$ cat config.mk
export PLATFORM = sky130hd
export DESIGN_NAME = lcd_mode_timing_sequencer_top
export DESIGN_NICKNAME = d
export VERILOG_FILES = /design/src/design/lmts_pkg.sv /design/src/design/lmts_step.sv /design/src/design/lcd_mode_timing_sequencer_top.sv
export SDC_FILE = /design/constraint.sdc
export NUM_CORES = 1
export LEC_CHECK = 0
export ABC_AREA = 1
export BUFFER_PORTS_ARGS = -buffer_cell sky130_fd_sc_hd__buf_2
export CAP_MARGIN = 25
export CORE_UTILIZATION = 56
export CTS_CLUSTER_SIZE = 28
export DETAILED_ROUTE_END_ITERATION = 12
export PLACE_DENSITY = 0.82
export SLEW_MARGIN = 20
export SYNTH_ARGS = -nofsm -noshare
export SYNTH_HDL_FRONTEND = slang
export SYNTH_HIERARCHICAL = 1
export SYNTH_SLANG_ARGS = --single-unit
$ cat constraint.sdc
create_clock -name clock -period 3.8 [get_ports clock]
set_input_delay 0.76 -clock clock [delete_from_list [all_inputs] [get_ports clock]]
set_output_delay 0.76 -clock clock [all_outputs]
set_load 0.05 [all_outputs]
$ cat src/design/lmts_pkg.sv
// Types and constants shared by the LCD mode timing sequencer modules.
package lmts_pkg;

   localparam int ACC_W      = 10;
   localparam int LINE_W     = 8;
   localparam int CYC_W      = 8;
   localparam int STAT_EN_W  = 4;
   localparam int REQ_DATA_W = 24;
   localparam int RSP_DATA_W = 16;

   localparam logic [ACC_W-1:0] ACC_MAX = '1;

   // stat_enables bit positions
   localparam int STAT_EN_HBLANK = 0;
   localparam int STAT_EN_VBLANK = 1;
   localparam int STAT_EN_OAM    = 2;
   localparam int STAT_EN_LYC    = 3;

   typedef enum logic [1:0] {
      MODE_HOR_BLANK = 2'd0,
      MODE_VER_BLANK = 2'd1,
      MODE_OBJ_SCAN  = 2'd2,
      MODE_DRAW      = 2'd3
   } mode_type;

   typedef struct packed {
      logic [CYC_W-1:0]     cycles;
      logic                 lcd_enable;
      logic [STAT_EN_W-1:0] stat_enables;
      logic [LINE_W-1:0]    line_compare;
   } tick_type;

   typedef struct packed {
      mode_type           mode;
      logic [LINE_W-1:0]  line;
      logic [ACC_W-1:0]   acc;
      logic               coincidence;
   } seq_state_type;

   typedef struct packed {
      logic vblank_irq;
      logic stat_irq;
      logic render_line;
      logic frame_done;
   } pulse_type;

endpackage

$ cat src/design/lmts_step.sv
// Next-state and pulse logic for one tick of the mode timing sequencer.
module lmts_step import lmts_pkg::*; #(
   parameter int OAM_CYCLES    = 80,
   parameter int DRAW_CYCLES   = 172,
   parameter int LINE_CYCLES   = 456,
   parameter int VISIBLE_LINES = 144,
   parameter int TOTAL_LINES   = 154
) (
   input  seq_state_type state_cur,
   input  tick_type      tick,
   output seq_state_type state_nxt,
   output pulse_type     pulses
);

   localparam logic [ACC_W-1:0]  OAM_END   = ACC_W'(OAM_CYCLES);
   localparam logic [ACC_W-1:0]  DRAW_END  = ACC_W'(OAM_CYCLES + DRAW_CYCLES);
   localparam logic [ACC_W-1:0]  LINE_END  = ACC_W'(LINE_CYCLES);
   localparam logic [LINE_W-1:0] VIS_LAST  = LINE_W'(VISIBLE_LINES);
   localparam logic [LINE_W-1:0] TOT_LAST  = LINE_W'(TOTAL_LINES);

   logic [ACC_W:0]    sum;
   logic [ACC_W-1:0]  acc_sat;
   logic [ACC_W-1:0]  acc_wrap;
   logic              line_end;
   logic [LINE_W-1:0] line_inc;
   logic              enter_vblank;
   logic              frame_wrap;
   logic [LINE_W-1:0] vb_line;
   logic              lyc_hb;
   logic              lyc_vb;

   assign sum          = {1'b0, state_cur.acc} + (ACC_W+1)'(tick.cycles);
   assign acc_sat      = sum[ACC_W] ? ACC_MAX : sum[ACC_W-1:0];
   assign acc_wrap     = acc_sat - LINE_END;
   assign line_end     = acc_sat >= LINE_END;
   assign line_inc     = state_cur.line + LINE_W'(1);
   assign enter_vblank = line_inc >= VIS_LAST;
   assign frame_wrap   = line_inc >= TOT_LAST;
   assign vb_line      = frame_wrap ? '0 : line_inc;
   assign lyc_hb       = line_inc == tick.line_compare;
   assign lyc_vb       = vb_line == tick.line_compare;

   // next state
   always_comb begin
      state_nxt = state_cur;
      if (tick.lcd_enable) begin
         state_nxt.acc = acc_sat;
         unique case (state_cur.mode)
            MODE_OBJ_SCAN: begin
               if (acc_sat >= OAM_END) state_nxt.mode = MODE_DRAW;
            end
            MODE_DRAW: begin
               if (acc_sat >= DRAW_END) state_nxt.mode = MODE_HOR_BLANK;
            end
            MODE_HOR_BLANK: begin
               if (line_end) begin
                  state_nxt.acc         = acc_wrap;
                  state_nxt.line        = line_inc;
                  state_nxt.mode        = enter_vblank ? MODE_VER_BLANK : MODE_OBJ_SCAN;
                  state_nxt.coincidence = lyc_hb;
               end
            end
            MODE_VER_BLANK: begin
               if (line_end) begin
                  state_nxt.acc         = acc_wrap;
                  state_nxt.line        = vb_line;
                  if (frame_wrap) state_nxt.mode = MODE_OBJ_SCAN;
                  state_nxt.coincidence = lyc_vb;
               end
            end
            default: state_nxt = state_cur;
         endcase
      end
   end

   // pulses
   always_comb begin
      pulses = '0;
      if (tick.lcd_enable) begin
         unique case (state_cur.mode)
            MODE_OBJ_SCAN: begin
               pulses = '0;
            end
            MODE_DRAW: begin
               if (acc_sat >= DRAW_END) begin
                  pulses.render_line = 1'b1;
                  pulses.stat_irq    = tick.stat_enables[STAT_EN_HBLANK];
               end
            end
            MODE_HOR_BLANK: begin
               if (line_end) begin
                  pulses.vblank_irq = enter_vblank;
                  pulses.frame_done = enter_vblank;
                  pulses.stat_irq   = (enter_vblank ? tick.stat_enables[STAT_EN_VBLANK]
                                                    : tick.stat_enables[STAT_EN_OAM])
                                    | (lyc_hb & tick.stat_enables[STAT_EN_LYC]);
               end
            end
            MODE_VER_BLANK: begin
               if (line_end) begin
                  pulses.stat_irq = (frame_wrap & tick.stat_enables[STAT_EN_OAM])
                                  | (lyc_vb & tick.stat_enables[STAT_EN_LYC]);
               end
            end
            default: pulses = '0;
         endcase
      end
   end

endmodule

$ cat src/design/lcd_mode_timing_sequencer_top.sv
// Top level of the LCD mode timing sequencer: input register, step logic, result register.
//
//   channel | ports                          | word
//   --------+--------------------------------+----------------------------------------
//   req     | req_tvalid/req_tready/req_tdata | one tick: cycles, enable, enables, cmp
//   rsp     | rsp_tvalid/rsp_tready/rsp_tdata | mode, line, coincidence and pulses
//
// One tick per clock while rsp_tready stays high; an accepted tick passes through the
// input register, then the mode/line update into the result register, before
// rsp_tvalid rises.
// Synchronous active-high reset: mode oam, line 0, accumulator 0, flag 0.
// The timing state advances only when a tick moves into the result register,
// so a stall on rsp holds the state and backs up req without loss.
module lcd_mode_timing_sequencer_top import lmts_pkg::*; #(
   parameter int OAM_CYCLES    = 80,
   parameter int DRAW_CYCLES   = 172,
   parameter int LINE_CYCLES   = 456,
   parameter int VISIBLE_LINES = 144,
   parameter int TOTAL_LINES   = 154
) (
   input  logic                  clock,
   input  logic                  reset,
   input  logic                  req_tvalid,
   output logic                  req_tready,
   // [7:0] cycles, [8] lcd_enable, [12:9] stat_enables, [20:13] line_compare
   input  logic [REQ_DATA_W-1:0] req_tdata,
   output logic                  rsp_tvalid,
   input  logic                  rsp_tready,
   // [1:0] mode, [9:2] line, [10] coincidence, [11] vblank_irq, [12] stat_irq,
   // [13] render_line, [14] frame_done
   output logic [RSP_DATA_W-1:0] rsp_tdata
);

   logic          in_valid_ff, in_valid_in;
   tick_type      in_tick_ff, in_tick_in;
   logic          out_valid_ff, out_valid_in;
   logic [RSP_DATA_W-1:0] out_data_ff, out_data_in;
   seq_state_type state_ff, state_in;
   seq_state_type state_nxt;
   pulse_type     pulses;
   logic          advance;
   logic          req_take;

   // tick moves to the result register when the result slot is free or draining
   assign advance    = in_valid_ff & (~out_valid_ff | rsp_tready);
   assign req_tready = ~in_valid_ff | advance;
   assign req_take   = req_tvalid & req_tready;

   always_comb begin
      in_tick_in.cycles       = req_tdata[7:0];
      in_tick_in.lcd_enable   = req_tdata[8];
      in_tick_in.stat_enables = req_tdata[12:9];
      in_tick_in.line_compare = req_tdata[20:13];
   end

   lmts_step #(
      .OAM_CYCLES    (OAM_CYCLES),
      .DRAW_CYCLES   (DRAW_CYCLES),
      .LINE_CYCLES   (LINE_CYCLES),
      .VISIBLE_LINES (VISIBLE_LINES),
      .TOTAL_LINES   (TOTAL_LINES)
   ) u_step (
      .state_cur (state_ff),
      .tick      (in_tick_ff),
      .state_nxt (state_nxt),
      .pulses    (pulses)
   );

   always_comb begin
      in_valid_in  = req_take ? 1'b1 : (advance ? 1'b0 : in_valid_ff);
      out_valid_in = advance ? 1'b1 : (rsp_tready ? 1'b0 : out_valid_ff);
      state_in     = advance ? state_nxt : state_ff;
      out_data_in  = {1'b0, pulses.frame_done, pulses.render_line, pulses.stat_irq,
                      pulses.vblank_irq, state_nxt.coincidence, state_nxt.line,
                      state_nxt.mode};
   end

   // control and timing state
   always_ff @(posedge clock) begin
      if (reset) begin
         in_valid_ff           <= 1'b0;
         out_valid_ff          <= 1'b0;
         state_ff.mode         <= MODE_OBJ_SCAN;
         state_ff.line         <= '0;
         state_ff.acc          <= '0;
         state_ff.coincidence  <= 1'b0;
      end else begin
         in_valid_ff  <= in_valid_in;
         out_valid_ff <= out_valid_in;
         state_ff     <= state_in;
      end
   end

   // payload
   always_ff @(posedge clock) begin
      if (req_take) begin
         in_tick_ff <= in_tick_in;
      end
      if (advance) begin
         out_data_ff <= out_data_in;
      end
   end

   assign rsp_tvalid = out_valid_ff;
   assign rsp_tdata  = out_data_ff;

endmodule

==> summary.md <==
| Metric | Value |
|---|---|
| Status | `complete, no violations` |
| Initial Util | `58.3%` |
| Synth Area in Simple Gates | `37.0%` |
| Seq cells post-synth | `59` |
| Adder-cell share of the synthesized area | `under 10%` |
| Largest family of logic cells by synthesized area | `simple AND/OR/NAND/NOR gates` |
| Worst min path class | `reg2reg` |
| Finished Cell Area | `0.00436 mm2` |
| DRT Pass-1 Iters | `5` |
| First-pass GRT wire length | `13600 um` |
| # fillers | `~600` |
| CTS tree | `done` |
| Clock Tree Buf Depth | `2` |
| Synth Area in Compound Gates | `between 6 and 7%` |
| Port buffer count | `41` |
| Post-Syn Instances | `about 540` |
| CTS Root Cell | `clkbuf_8` |
| Fin crit period | `~3500 ps` |
| Antenna cells | `0` |
| Routed length per placed instance | `around 12 um` |
| Total global-route track usage | `about a quarter` |
| Psw | `about 0.00056 W` |
| Mux cell area share after synthesis | `0%` |
| Die W | `86.6 um` |
| Cell taking the most area after synthesis | `edfxtp_1` |
| Placed Area | `about 0.0042 mm2` |
| TritonCTS Buffers | `9` |
| Post-synth EDFFs | `36` |
| Setup bufs post-CTS | `0` |
| Worst skew pair latency | `around 350 ps` |
| Final Hold Viols | `0` |
| Top cell type's share of synthesized area | `27.0%` |
| Worst slew margin | `46.8%` |
| Crit-path max FO | `14` |
| Synth warnings | `6` |
| DIE AREA | `around 0.0075 mm2` |
| Setup-failing EPs final | `0` |
| Storage element area | `between 0.0015 and 0.002 mm2` |
| Switching share of power | `between 30% and 40%` |
| Final ANT Viol Nets | `0` |
| Hold-fix buffer count after cts | `0` |
| Setup TNS Final | `0 ps` |
| Async SR Flop Fraction | `0%` |
| Peak supply drop | `roughly 260 uV` |
| Core footprint | `between 0.006 and 0.007 mm2` |
| Syn Area/Cell | `approximately 7.4 um2` |
| Die Y | `around 87 um` |
| Htree depth | `3` |
| Area contributors post-synth | `edfxtp_1 27%, nand2_1 14%, dfxtp_1 11%` |
| Clk pwr share | `between 30% and 40%` |
| CTS Sinks | `59` |
| Max_cap viols | `0` |
| Area occupied by multi-input gates | `0.00201 mm2` |
| Final instance count without filler cells | `around 680` |
| P&R area growth vs syn | `8.71%` |
| Arr. time, crit path | `between 3000 and 4000 ps` |
| I/O pins | `between 40 and 50` |
| Internal power | `around 0.0011 W` |
| Reg power frac | `between 40% and 50%` |
| # DRC | `0` |
| Detailed Place HPWL | `6000 um` |
| FP Rows | `30` |
| Congestion Overflow GR | `0` |
| Layout cells sized above 1 | `about 17%` |
| XOR/XNOR share of the synthesized area | `around 2%` |
| Vias in the first global route | `roughly 3100` |
| Seq/Total Area, Yosys | `between 30% and 40%` |
| Mapped Nets | `a little under 600` |
| Static leakage | `2.12 nW` |
| Slew @ Worst Pin | `between 700 and 800 ps` |
| CP Launch Type | `flop` |
| Main flop type after synthesis | `edfxtp_1` |
| Fmax | `between 200 and 300 MHz` |
| Unique masters post-synth | `between 40 and 50` |
| Total Nets Final | `about 600` |
| Largest net degree at the start of global routing | `44` |
| Fin. max-slew vios | `0` |
| Post_cts resized | `0` |
| Routability Congestion | `0.934` |
| DR vias/cell | `around 5.3` |
| Power, Total | `about 0.0017 W` |
| Worst Skew | `between 6 and 7 ps` |
| CP Class | `reg2reg` |
| PwrDens | `382 mW/mm2` |
| Logic pwr share | `around a quarter` |
| Setup crit end kind | `flop` |
| Fin crit share | `between 90 and 100%` |
| Iter 0 DRT Violations | `just over 300` |
| Placed insts | `between 600 and 700` |
| Antenna violations before repair | `0` |
| Mapped cell area | `~0.0040 mm2` |
| Clock Pin Slew Worst Setup and Hold Paths | `about 60 ps` |
| Via count | `around 3600` |
| Required @ worst endpoint | `approximately 4100 ps` |
| Routed wire length | `about 8400 um` |
stage by stage:
stage	setup WS [ps]	hold slack [ps]	utilization, %
after CTS	335	526	63.3
final	270	525	63.4
after floorplan	929	427	-
after detailed placement	362	518	60.8
after global placement	456	499	60.8
after global routing	-8.51	545	63.4
logic make-up after synthesis:
| family | after synthesis |
|---|---|
| buffers and inverters | 100 |
| adder cells (fa/ha/maj) | 13 |
| other | 1 |
| flip-flops | 59 |
| AND/OR/NAND/NOR | 313 |
| XOR/XNOR | 9 |
| AO/OA/AOI/OAI | 47 |
power by group through the flow:
stage | registers (W) | clock network [W] | logic (W)
CTS | 0.000758 | 0.000511 | 0.000397
global route | 0.000764 | 0.000536 | 0.000453
finish | 0.000759 | 0.000503 | 0.000405
global placement | 0.000770 | 0 | 0.000382
detailed placement | 0.000772 | 0 | 0.000394
floorplan | 0.000792 | 0 | 0.000307
final timing paths:
path                                  start            to  slack (ps)  cells after the start
worst min-delay path            state_ff[1]   state_ff[1]         530                      2
worst max-delay path            state_ff[1]  state_ff[11]         270                     24
worst min register to register  state_ff[1]   state_ff[1]         530                      2
worst max register to register  state_ff[1]  state_ff[11]         270                     24
layer usage:
metal / part of all wire [%] / vias up / global-route usage (%) / wire, um
met3: 6.6 / 14 / 5.52 / 554
met2: 45 / 132 / 38.2 / 3740
met1: 47 / 1614 / 30.7 / 3940
li1: - / 1819 / - / -
met5: 0 / - / 0 / 0
met4: 1.4 / 0 / 8.48 / 120
critical path, cell delays in order, from the launching register on:
cell and delay (ps):
dfxtp_1 370, ha_1 220, inv_1 70, fa_1 430, inv_1 110, nand2_1 50
nand2_1 130, nand2_1 80, xor2_1 250, and2_1 250, ha_1 170, nand2_1 50
nor2_1 100, nand2_1 140, nand3_4 230, nand2_4 100, nor2_4 120, inv_2 50
nand2_1 50, inv_1 40, nor2_1 170, inv_1 70, nand3_1 80, nand2_1 60
nor2_1 100
Yosys cell counts, types with 2 or more instances:
cell type	instances
nand3_1	67
or2_2	2
a31oi_1	3
inv_2	6
nor3_1	3
nand4_1	11
a21oi_2	4
nand3_4	2
inv_1	74
nor4_1	3
o21ai_1	5
a21oi_1	25
xor2_1	8
nor2_4	4
nand2_2	4
edfxtp_1	36
nor2_1	43
nand3b_1	2
buf_4	8
nand3_2	6
o21ai_0	6
nand2_1	154
clkbuf_1	3
clkbuf_8	2
buf_6	5
ha_1	12
buf_2	2
dfxtp_1	23
nand2_4	6
nor2_2	2
cells in the final DEF (no fill, tap or decap), types with 3 or more instances in the layout:
cell type,instances
dfxtp_1,23
nor3_1,3
nand2_1,154
nor2_4,4
a21oi_2,4
nor4_1,3
nand3_1,67
inv_2,6
buf_2,41
nor2_1,43
edfxtp_1,36
clkbuf_8,10
nand2_2,4
o21ai_0,6
a31oi_1,3
nand3_2,7
inv_1,74
nand4_1,11
ha_1,12
xor2_1,8
o21ai_1,5
nand2_4,6
a21oi_1,25
state kept, by name, indices dropped and copies added, names as in the netlist:
signal	count
state_ff	21
rsp_tdata	15
rsp_tvalid	1
in_valid_ff	1
in_tick_ff	21
final cells by class:
type | count | share of cell area (%)
Clock buffer | 12 | 3.33
Sequential cell | 59 | 35.4
Multi-Input combinational cell | 384 | 46.2
Tap cell | 96 | 2.76
Timing Repair Buffer | 42 | 4.88
Inverter | 80 | 6.89
Clock inverter | 4 | 0.603
Note: power is estimated with default switching activity, not from simulation.
